**config.mk**
```make
export PLATFORM = sky130hd
export DESIGN_NAME = blockable_road_shortest_path_core
export DESIGN_NICKNAME = d
export VERILOG_FILES = /design/src/rtl/brsp_pkg.sv /design/src/rtl/brsp_front.sv /design/src/rtl/brsp_cmdq.sv /design/src/rtl/brsp_back.sv /design/src/rtl/blockable_road_shortest_path_core.sv
export SDC_FILE = /design/constraint.sdc
export NUM_CORES = 2
export LEC_CHECK = 0
export BUFFER_PORTS_ARGS = -buffer_cell sky130_fd_sc_hd__buf_2
export CAP_MARGIN = 15
export CORE_MARGIN = 2
export CORE_UTILIZATION = 25
export DETAILED_ROUTE_END_ITERATION = 6
export HOLD_SLACK_MARGIN = 0.02
export PLACE_DENSITY_LB_ADDON = 0.15
export SLEW_MARGIN = 20
export SYNTH_ARGS = -nofsm -noshare
export SYNTH_HDL_FRONTEND = slang
export SYNTH_SLANG_ARGS = --single-unit
```
**constraint.sdc**
```tcl
create_clock -name clk -period 43.8 [get_ports clk]
set_input_delay 4.38 -clock clk [delete_from_list [all_inputs] [get_ports clk]]
set_output_delay 4.38 -clock clk [all_outputs]
set_load 0.005 [all_outputs]
```
**src/rtl/brsp_pkg.sv**
```systemverilog
`timescale 1ns / 1ps
// Shared types, codes and field widths of the road shortest-path core.
package brsp_pkg;

  localparam int NODE_W  = 4;
  localparam int WIN_W   = 8;
  localparam int TIME_W  = 12;
  localparam int STAT_W  = 3;
  localparam int MAX_RES = 16;
  localparam int RES_W   = 5;

  localparam logic [1:0] MODE_ADD     = 2'd0;
  localparam logic [1:0] MODE_BLOCK   = 2'd1;
  localparam logic [1:0] MODE_UNBLOCK = 2'd2;
  localparam logic [1:0] MODE_QUERY   = 2'd3;

  localparam logic [STAT_W-1:0] ST_PATH       = 3'd0;
  localparam logic [STAT_W-1:0] ST_NO_PATH    = 3'd1;
  localparam logic [STAT_W-1:0] ST_ADDED      = 3'd2;
  localparam logic [STAT_W-1:0] ST_BLOCK_DONE = 3'd3;
  localparam logic [STAT_W-1:0] ST_NO_ROAD    = 3'd4;

  localparam logic [TIME_W-1:0] TIME_MAX = 12'hFFF;

  typedef struct packed {
    logic [1:0]        mode;
    logic [NODE_W-1:0] from_node;
    logic [NODE_W-1:0] to_node;
    logic [WIN_W-1:0]  weight;
  } in_item_t;

  typedef struct packed {
    logic [STAT_W-1:0] status;
    logic [NODE_W-1:0] node;
    logic [TIME_W-1:0] total_time;
    logic              last;
  } out_item_t;

  typedef enum logic [2:0] {
    CMD_ADD,
    CMD_BLOCK,
    CMD_UNBLOCK,
    CMD_QUERY,
    CMD_NO_ROAD,
    CMD_NO_PATH
  } cmd_op_t;

  typedef struct packed {
    cmd_op_t           op;
    logic [NODE_W-1:0] a;
    logic [NODE_W-1:0] b;
    logic [WIN_W-1:0]  w;
  } cmd_t;

endpackage

```
**src/rtl/brsp_front.sv**
```systemverilog
`timescale 1ns / 1ps
// Input side: accept items and classify them into commands for the back end.
module brsp_front #(
  parameter int NODES       = 16,
  parameter int WEIGHT_BITS = 8
) (
  input  brsp_pkg::in_item_t in_item,
  input  logic               in_push,
  output logic               in_full,
  input  logic               busy,
  input  logic               q_full,
  output logic               q_push,
  output brsp_pkg::cmd_t     q_cmd
);
  import brsp_pkg::*;

  logic [WIN_W-1:0] wmask;
  logic [WIN_W-1:0] wm;
  logic             bad_node;

  assign wmask    = WIN_W'((32'd1 << WEIGHT_BITS) - 32'd1);
  assign wm       = in_item.weight & wmask;
  assign bad_node = (32'(in_item.from_node) >= NODES) || (32'(in_item.to_node) >= NODES);

  assign in_full = q_full | busy;
  assign q_push  = in_push & ~in_full;

  always_comb begin
    q_cmd.a = in_item.from_node;
    q_cmd.b = in_item.to_node;
    q_cmd.w = wm;
    case (in_item.mode)
      MODE_ADD:     q_cmd.op = (bad_node || wm == '0) ? CMD_NO_ROAD : CMD_ADD;
      MODE_BLOCK:   q_cmd.op = bad_node ? CMD_NO_ROAD : CMD_BLOCK;
      MODE_UNBLOCK: q_cmd.op = bad_node ? CMD_NO_ROAD : CMD_UNBLOCK;
      MODE_QUERY:   q_cmd.op = bad_node ? CMD_NO_PATH : CMD_QUERY;
      default:      q_cmd.op = CMD_NO_ROAD;
    endcase
  end

endmodule

```
**src/rtl/brsp_cmdq.sv**
```systemverilog
`timescale 1ns / 1ps
// Two-entry command queue between the front and back ends.
module brsp_cmdq (
  input  logic           clk,
  input  logic           rst_n,
  input  logic           push,
  input  brsp_pkg::cmd_t din,
  output logic           full,
  input  logic           pop,
  output brsp_pkg::cmd_t dout,
  output logic           empty
);
  import brsp_pkg::*;

  cmd_t       slot_r [2];
  logic       wp_r;
  logic       rp_r;
  logic [1:0] cnt_r;
  logic       do_push;
  logic       do_pop;

  assign full    = (cnt_r == 2'd2);
  assign empty   = (cnt_r == 2'd0);
  assign dout    = slot_r[rp_r];
  assign do_push = push & ~full;
  assign do_pop  = pop & ~empty;

  always_ff @(posedge clk) begin
    if (do_push) begin
      slot_r[wp_r] <= din;
    end
  end

  always_ff @(posedge clk) begin
    if (!rst_n) begin
      wp_r  <= 1'b0;
      rp_r  <= 1'b0;
      cnt_r <= 2'd0;
    end else begin
      if (do_push) begin
        wp_r <= ~wp_r;
      end
      if (do_pop) begin
        rp_r <= ~rp_r;
      end
      cnt_r <= cnt_r + {1'b0, do_push} - {1'b0, do_pop};
    end
  end

endmodule

```
**src/rtl/brsp_back.sv**
```systemverilog
`timescale 1ns / 1ps
// Back end: road table, Dijkstra sequencer, path walk and result register.
module brsp_back #(
  parameter int NODES       = 16,
  parameter int WEIGHT_BITS = 8
) (
  input  logic                clk,
  input  logic                rst_n,
  input  brsp_pkg::cmd_t      q_cmd,
  input  logic                q_empty,
  output logic                q_pop,
  output logic                clearing,
  output brsp_pkg::out_item_t out_item,
  output logic                out_empty,
  input  logic                out_pop
);
  import brsp_pkg::*;

  localparam int NB = $clog2(NODES);
  localparam int AW = 2 * NB;
  localparam int RD = 1 << AW;
  localparam int DW = WEIGHT_BITS + NB + 1;
  localparam int PD = NODES + 1;
  localparam int PB = $clog2(PD);
  localparam int CW = $clog2(PD + 1);
  localparam int IW = NB + 1;

  typedef enum logic [9:0] {
    S_CLEAR     = 10'b0000000001,
    S_IDLE      = 10'b0000000010,
    S_RMW       = 10'b0000000100,
    S_RESP      = 10'b0000001000,
    S_SCAN      = 10'b0000010000,
    S_RELAX     = 10'b0000100000,
    S_WALK      = 10'b0001000000,
    S_WALK_WAIT = 10'b0010000000,
    S_E_RD      = 10'b0100000000,
    S_E_OUT     = 10'b1000000000
  } state_t;

  function automatic logic [AW-1:0] road_key(input logic [NB-1:0] x, input logic [NB-1:0] y);
    return (x < y) ? {x, y} : {y, x};
  endfunction

  state_t            state_r, state_nxt;
  logic [AW-1:0]     clr_addr_r;
  cmd_t              cmd_r;
  logic [STAT_W-1:0] resp_r;
  logic [IW-1:0]     idx_r;
  logic              pv_r;
  logic [NB-1:0]     pidx_r;
  logic              found_r;
  logic [DW-1:0]     best_d_r;
  logic [NB-1:0]     best_i_r;
  logic [NB-1:0]     u_r;
  logic [DW-1:0]     du_r;
  logic [NB-1:0]     src_r, dst_r;
  logic [NODES-1:0]  reached_r, fin_r;
  logic [CW-1:0]     cnt_r;
  logic [NB-1:0]     walk_v_r;
  logic [RES_W-1:0]  k_r, n_r;
  logic [DW-1:0]     tot_r;
  logic              out_valid_r;
  out_item_t         out_r;

  logic [WEIGHT_BITS:0]   road_mem [RD];
  logic [WEIGHT_BITS:0]   road_rd_r;
  logic [DW-1:0]          dist_mem [NODES];
  logic [DW-1:0]          dist_rd_r;
  logic [NB-1:0]          pred_mem [NODES];
  logic [NB-1:0]          pred_rd_r;
  logic [NB-1:0]          path_mem [PD];
  logic [NB-1:0]          path_rd_r;

  logic                   road_we;
  logic [AW-1:0]          road_wa, road_ra;
  logic [WEIGHT_BITS:0]   road_wd;
  logic                   dist_we;
  logic [NB-1:0]          dist_wa, dist_ra;
  logic [DW-1:0]          dist_wd;
  logic                   pred_we;
  logic                   path_we;
  logic [PB-1:0]          path_wa, path_ra;
  logic [NB-1:0]          path_wd;

  logic                   slot_free;
  logic                   issue;
  logic [NB-1:0]          i_idx;
  logic                   sweep_done;
  logic                   cand;
  logic [WEIGHT_BITS-1:0] rw;
  logic                   rblk;
  logic [DW-1:0]          nd;
  logic                   relax_upd;
  logic [NB-1:0]          q_src;
  logic [AW-1:0]          q_key;
  logic                   walk_end;
  logic                   e_last;
  logic [TIME_W-1:0]      tot_sat;
  logic                   emit;
  out_item_t              emit_item;

  assign slot_free  = ~out_valid_r | out_pop;
  assign issue      = (32'(idx_r) < NODES);
  assign i_idx      = idx_r[NB-1:0];
  assign sweep_done = ~issue & ~pv_r;
  assign cand       = pv_r && reached_r[pidx_r] && !fin_r[pidx_r] &&
                      (!found_r || dist_rd_r < best_d_r);
  assign rw         = road_rd_r[WEIGHT_BITS-1:0];
  assign rblk       = road_rd_r[WEIGHT_BITS];
  assign nd         = du_r + DW'(rw);
  assign relax_upd  = pv_r && rw != '0 && !rblk && !fin_r[pidx_r] &&
                      (!reached_r[pidx_r] || nd < dist_rd_r);
  assign q_src      = NB'(q_cmd.a);
  assign q_key      = road_key(NB'(q_cmd.a), NB'(q_cmd.b));
  assign walk_end   = (walk_v_r == src_r) || (32'(cnt_r) == NODES);
  assign e_last     = (k_r == n_r - RES_W'(1));
  assign tot_sat    = (32'(tot_r) > 32'(TIME_MAX)) ? TIME_MAX : TIME_W'(tot_r);

  assign clearing  = (state_r == S_CLEAR);
  assign out_item  = out_r;
  assign out_empty = ~out_valid_r;

  always_comb begin
    state_nxt = state_r;
    q_pop     = 1'b0;
    road_we   = 1'b0;
    road_wa   = clr_addr_r;
    road_wd   = '0;
    road_ra   = road_key(u_r, i_idx);
    dist_we   = 1'b0;
    dist_wa   = pidx_r;
    dist_wd   = nd;
    dist_ra   = i_idx;
    pred_we   = 1'b0;
    path_we   = 1'b0;
    path_wa   = cnt_r[PB-1:0];
    path_wd   = walk_v_r;
    path_ra   = PB'(32'(cnt_r) - 32'd1 - 32'(k_r));
    emit      = 1'b0;
    emit_item = '0;
    case (state_r)
      S_CLEAR: begin
        road_we = 1'b1;
        if (clr_addr_r == '1) begin
          state_nxt = S_IDLE;
        end
      end
      S_IDLE: begin
        if (!q_empty) begin
          q_pop = 1'b1;
          case (q_cmd.op)
            CMD_ADD: begin
              road_we   = 1'b1;
              road_wa   = q_key;
              road_wd   = {1'b0, WEIGHT_BITS'(q_cmd.w)};
              state_nxt = S_RESP;
            end
            CMD_BLOCK, CMD_UNBLOCK: begin
              road_ra   = q_key;
              state_nxt = S_RMW;
            end
            CMD_QUERY: begin
              dist_we   = 1'b1;
              dist_wa   = q_src;
              dist_wd   = '0;
              state_nxt = S_SCAN;
            end
            default: state_nxt = S_RESP;
          endcase
        end
      end
      S_RMW: begin
        if (rw != '0) begin
          road_we = 1'b1;
          road_wa = road_key(NB'(cmd_r.a), NB'(cmd_r.b));
          road_wd = {(cmd_r.op == CMD_BLOCK), rw};
        end
        state_nxt = S_RESP;
      end
      S_RESP: begin
        if (slot_free) begin
          emit             = 1'b1;
          emit_item.status = resp_r;
          emit_item.last   = 1'b1;
          state_nxt        = S_IDLE;
        end
      end
      S_SCAN: begin
        if (sweep_done) begin
          if (!found_r) begin
            state_nxt = S_RESP;
          end else if (best_i_r == dst_r) begin
            state_nxt = S_WALK;
          end else begin
            state_nxt = S_RELAX;
          end
        end
      end
      S_RELAX: begin
        dist_we = relax_upd;
        pred_we = relax_upd;
        if (sweep_done) begin
          state_nxt = S_SCAN;
        end
      end
      S_WALK: begin
        path_we = 1'b1;
        if (walk_end) begin
          path_wd   = src_r;
          state_nxt = S_E_RD;
        end else begin
          state_nxt = S_WALK_WAIT;
        end
      end
      S_WALK_WAIT: state_nxt = S_WALK;
      S_E_RD:      state_nxt = S_E_OUT;
      S_E_OUT: begin
        if (slot_free) begin
          emit                 = 1'b1;
          emit_item.status     = ST_PATH;
          emit_item.node       = NODE_W'(path_rd_r);
          emit_item.total_time = tot_sat;
          emit_item.last       = e_last;
          state_nxt            = e_last ? S_IDLE : S_E_RD;
        end
      end
      default: state_nxt = S_IDLE;
    endcase
  end

  // Memories: one write and one registered read per cycle each.
  always_ff @(posedge clk) begin
    if (road_we) begin
      road_mem[road_wa] <= road_wd;
    end
    road_rd_r <= road_mem[road_ra];
  end

  always_ff @(posedge clk) begin
    if (dist_we) begin
      dist_mem[dist_wa] <= dist_wd;
    end
    dist_rd_r <= dist_mem[dist_ra];
  end

  always_ff @(posedge clk) begin
    if (pred_we) begin
      pred_mem[pidx_r] <= u_r;
    end
    pred_rd_r <= pred_mem[walk_v_r];
  end

  always_ff @(posedge clk) begin
    if (path_we) begin
      path_mem[path_wa] <= path_wd;
    end
    path_rd_r <= path_mem[path_ra];
  end

  always_ff @(posedge clk) begin
    if (!rst_n) begin
      state_r     <= S_CLEAR;
      clr_addr_r  <= '0;
      out_valid_r <= 1'b0;
      reached_r   <= '0;
      fin_r       <= '0;
    end else begin
      state_r <= state_nxt;
      if (emit) begin
        out_valid_r <= 1'b1;
      end else if (out_pop) begin
        out_valid_r <= 1'b0;
      end
      if (state_r == S_CLEAR) begin
        clr_addr_r <= clr_addr_r + AW'(1);
      end
      if (state_r == S_IDLE && !q_empty && q_cmd.op == CMD_QUERY) begin
        reached_r <= {{(NODES-1){1'b0}}, 1'b1} << q_src;
        fin_r     <= '0;
      end
      if (state_r == S_SCAN && sweep_done && found_r) begin
        fin_r[best_i_r] <= 1'b1;
      end
      if (state_r == S_RELAX && relax_upd) begin
        reached_r[pidx_r] <= 1'b1;
      end
    end
  end

  always_ff @(posedge clk) begin
    if (emit) begin
      out_r <= emit_item;
    end
    if (state_r inside {S_SCAN, S_RELAX}) begin
      if (issue) begin
        idx_r  <= idx_r + IW'(1);
        pidx_r <= i_idx;
        pv_r   <= 1'b1;
      end else begin
        pv_r <= 1'b0;
      end
    end
    case (state_r)
      S_IDLE: begin
        cmd_r   <= q_cmd;
        src_r   <= q_src;
        dst_r   <= NB'(q_cmd.b);
        idx_r   <= '0;
        pv_r    <= 1'b0;
        found_r <= 1'b0;
        case (q_cmd.op)
          CMD_ADD:     resp_r <= ST_ADDED;
          CMD_NO_PATH: resp_r <= ST_NO_PATH;
          default:     resp_r <= ST_NO_ROAD;
        endcase
      end
      S_RMW: resp_r <= (rw == '0) ? ST_NO_ROAD : ST_BLOCK_DONE;
      S_SCAN: begin
        if (cand) begin
          found_r  <= 1'b1;
          best_d_r <= dist_rd_r;
          best_i_r <= pidx_r;
        end
        if (sweep_done) begin
          idx_r    <= '0;
          u_r      <= best_i_r;
          du_r     <= best_d_r;
          tot_r    <= best_d_r;
          cnt_r    <= '0;
          walk_v_r <= dst_r;
          resp_r   <= ST_NO_PATH;
        end
      end
      S_RELAX: begin
        if (sweep_done) begin
          idx_r   <= '0;
          found_r <= 1'b0;
        end
      end
      S_WALK: begin
        cnt_r <= cnt_r + CW'(1);
        if (walk_end) begin
          k_r <= '0;
          n_r <= (32'(cnt_r) + 32'd1 > MAX_RES) ? RES_W'(MAX_RES)
                                                 : RES_W'(32'(cnt_r) + 32'd1);
        end
      end
      S_WALK_WAIT: walk_v_r <= pred_rd_r;
      S_E_OUT: begin
        if (slot_free && !e_last) begin
          k_r <= k_r + RES_W'(1);
        end
      end
      default: ;
    endcase
  end

endmodule

```
**src/rtl/blockable_road_shortest_path_core.sv**
```systemverilog
`timescale 1ns / 1ps
// Top level of the blockable road shortest-path core.
//
//  Channel   Ports                       Direction  Accepted when
//  input     in_push, in_full, in_item   in         in_push && !in_full
//  result    out_pop, out_empty, out_item out        out_pop && !out_empty
//
// Add road: one write of the road word. Block or unblock: read the road word, then write it.
// Query: per finalized node one scan pass and one relax pass over the road table port,
//   then the path walk from the destination back to the source, then the results.
// Reset: after rst_n the road table is swept to zero, one entry per cycle, over all
//   2**(2*ceil(log2 NODES)) entries (256 at NODES=16); in_full stays high meanwhile.
// Stalls: a two-entry command queue sits between the front and the sequencer, and
//   one result register parts the sequencer from out_pop.
module blockable_road_shortest_path_core #(
  parameter int NODES       = 16,
  parameter int WEIGHT_BITS = 8
) (
  input  logic                clk,
  input  logic                rst_n,
  input  logic                in_push,
  output logic                in_full,
  input  brsp_pkg::in_item_t  in_item,
  input  logic                out_pop,
  output logic                out_empty,
  output brsp_pkg::out_item_t out_item
);
  import brsp_pkg::*;

  // Front-to-queue and queue-to-back command path.
  cmd_t fq_cmd;
  cmd_t qb_cmd;
  logic fq_push;
  logic q_full;
  logic q_empty;
  logic q_pop;
  logic clearing;

  // Classify each item: range checks and weight masking happen here.
  brsp_front #(
    .NODES       (NODES),
    .WEIGHT_BITS (WEIGHT_BITS)
  ) u_front (
    .in_item (in_item),
    .in_push (in_push),
    .in_full (in_full),
    .busy    (clearing),
    .q_full  (q_full),
    .q_push  (fq_push),
    .q_cmd   (fq_cmd)
  );

  // Hold up to two classified commands while the sequencer is busy.
  brsp_cmdq u_cmdq (
    .clk   (clk),
    .rst_n (rst_n),
    .push  (fq_push),
    .din   (fq_cmd),
    .full  (q_full),
    .pop   (q_pop),
    .dout  (qb_cmd),
    .empty (q_empty)
  );

  // Execute commands against the road table and stream results.
  brsp_back #(
    .NODES       (NODES),
    .WEIGHT_BITS (WEIGHT_BITS)
  ) u_back (
    .clk       (clk),
    .rst_n     (rst_n),
    .q_cmd     (qb_cmd),
    .q_empty   (q_empty),
    .q_pop     (q_pop),
    .clearing  (clearing),
    .out_item  (out_item),
    .out_empty (out_empty),
    .out_pop   (out_pop)
  );

endmodule

```
==> metrics.yaml <==
status: "complete, no violations"
grt_use_met1: 0.252
final_common_cell: "edfxtp_1"
syn_to_final_growth_pct: 16.3
setup_violations: 0
grt_use_total: 0.178
place_ws_ns: 35.13
fin_crit_sh: 0.195
power.total_mw: 6.40
yosysWarningCount: 0
dr.pass1.iters: 6
fillers: 46521
peakVddDrop_uv: 31.7
hold_path_class: "flip-flop to flip-flop"
remaining_drc_errors: 0
synth_area_mm2: 0.116
rsz0062_at_grt: "no"
crit_path_frequent_cell: "buf_4"
ys_types: 97
leakage_nw: 42.6
cts-root-buf: "clkbuf_16"
post-dp-hpwl_um: 268000
endpoint_kind: "flip-flop"
layout_common_cells: "edfxtp_1, nand2_1, nand3_1"
synth-seq-cells: 2866
ys_seq_area_frac: 0.733
wirelength_um: 432000
ys_async_sr_fraction: 0
nets: 8515
worstPathArrival_ns: 9.32
synth_top_area_frac: 0.717
maxSlewHeadroom: 0.124
cts.sinks: 2866
worstPathRequired_ns: 44.58
crit_path_max_incr_delay_ns: 0.98
multiInputGateArea_mm2: 0.0290
gp_congestion: 0.804
initial_core_util: 0.251
tns_ns: 0
die_y_um: 686
syn_area_per_cell_um2: 14.0
use_met3: 0.0256
path_clk_slew_ns: 0.06
maxClockFrequency_mhz: 117
post_cts_resized: 0
worstPathMaxFanout: 119
grt_pass1_wl_um: 595000
rows: 250
synthTopCellsByArea: "edfxtp_1, nand2_1, mux2i_1"
holdWs_ns: 0.447
synth_edf_count: 2774
wl_per_cell_um: 29.1
crit_chain: "buf_4 > mux2i_1 > inv_1 > ha_1 > nor2_1 > nand2_1 > a32o_1 > nand2b_4 > nand2_8 > buf_4 > buf_12 > buf_4 > buf_4 > mux2i_1 > o22ai_1 > o21ai_0 > o2111ai_1 > a211oi_1 > nor4_1"
drtIter0Drc: 7633
hold_buffers: 0
period_needed_ns: 8.54
synth_nets: 8386
final_hold_viol_count: 0
fin_ws_ns: 35.26
clock_path_buffers: 4
fin_area_mm2: 0.135
maxCapViolations: 0
cts_tree: "built"
fin_util: 0.292
ioPinCount: 44
yosysTopAreaCell: "edfxtp_1"
fin_cells: 14870
grt-ovfl-total: 0
grt_pass1_vias: 70666
placed_cells_incl_taps: 14269
synth_flop_cell: "edfxtp_1"
portBuffers: 43
layout.area.seq_mm2: 0.0851
critPathKind: "flip-flop to flip-flop"
antenna_found_initial: 42
skew_ns: 0.0655
htreeDepth: 5
grt.busiest_layer: "met2"
synth_cells: 8301
clk-insertion-delay-late_ns: 0.98
via_per_inst: 4.92
grt_start_max_net_pins: 173
maxSlewViolCount: 0
design.die.area_mm2: 0.470
cts_made_buffers: 333
postRouteAntennaNets: 0
place_area_mm2: 0.125
crit_slowest_cell: "a211oi_1"
num_vias: 73146
cts_setup_buffers: 0
startpoint_type: "flip-flop"
fp.coreArea_mm2: 0.463
drive_above_1_share: 0.120
use_met2: 0.287
tightest_slew_ns: 1.31
power_density_mw_per_mm2: 47.4
die_w_um: 686
[layout make-up]
type / instances / area share
antenna: 11 / 0.000204
clock buffer: 432 / 0.0666
clock inverter: 158 / 0.0111
inverter: 78 / 0.00217
multi-input combinational: 4836 / 0.214
sequential: 2866 / 0.630
tap: 6174 / 0.0572
timing repair buffer: 315 / 0.0182
[state kept, by name, summed over array words and instances (netlist names), 5 cells and up, named ones only]
name / cells
u_back.road_mem: 2304
u_back.dist_mem: 208
u_back.path_mem: 68
u_back.pred_mem: 64
u_cmdq.slot_r: 38
u_back.out_item: 20
u_back.fin_r: 16
u_back.reached_r: 16
u_back.best_d_r: 13
u_back.dist_rd_r: 13
u_back.tot_r: 13
u_back.cmd_r: 11
u_back.state_r: 10
u_back.road_rd_r: 9
u_back.clr_addr_r: 8
u_back.cnt_r: 5
u_back.idx_r: 5
u_back.k_r: 5
u_back.n_r: 5
[worst max-delay path: cells and delay by family, from the launching register on]
kind / cells / cell delay (ns)
adders and majority gates: 1 / 0.32
AOI/OAI and AO/OA: 5 / 1.99
and+or+nand+nor: 5 / 1.29
DFF: 1 / 0.31
buffers and inverters: 6 / 3.26
muxes: 2 / 0.88
[kinds of logic (layout without fill, tap and decap cells)]
family,after synthesis,count (layout),share of synthesized area
and+or+nand+nor,3166,3166,0.120
DFF,2866,2866,0.733
AOI/OAI and AO/OA,1163,1163,0.0697
buffers and inverters,599,983,0.0239
muxes,394,394,0.0424
adders and majority gates,63,63,0.00692
xor gates and xnor gates,50,50,0.00377
other,0,11,0
[where the power goes]
part | leakage (nW) | internal [mW] | switching (mW)
sequential | 22.6 | 3.02 | 0.0325
combinational | 14.9 | 0.157 | 0.454
clock | 5.12 | 1.60 | 1.14
[per-layer routing]
layer | vias up | routed length, um | share of wire
met5 | - | 25 | 0.000058
met4 | 4 | 9990 | 0.023
met3 | 486 | 25600 | 0.059
met2 | 2496 | 200000 | 0.46
met1 | 38370 | 197000 | 0.45
li1 | 31790 | - | -
[synthesized netlist by cell type, drive strengths merged (12+ instances only)]
library cell and count:
nand2 1680, inv 77, nor4 54, a22oi 28, buf 330, o21a 23
a31oi 220, clkbuf 191, nand2b 26, nor2b 27, a221oi 48, a32oi 109
edfxtp 2774, a211oi 177, a21o 21, nor3 38, nand4 50, a2111oi 13
xnor2 27, o22ai 53, a21oi 189, mux2 22, nand3 571, a311oi 44
ha 61, xor2 23, o21ai 112, dfxtp 92, and3 191, mux4 76
or3 12, mux2i 296, and2 54, nor2 420
[worst paths after layout]
path | from | to | slack [ns] | cells after the start
setup reg to reg | flip-flop | u_back.road_rd_r[5] | 35.26 | 19
hold reg to reg | u_back.best_d_r[3] | u_back.tot_r[3] | 0.45 | 0
setup / recovery | flip-flop | u_back.road_rd_r[5] | 35.26 | 19
hold / removal | u_back.best_d_r[3] | u_back.tot_r[3] | 0.45 | 0
(Power assumes the default switching activity.)
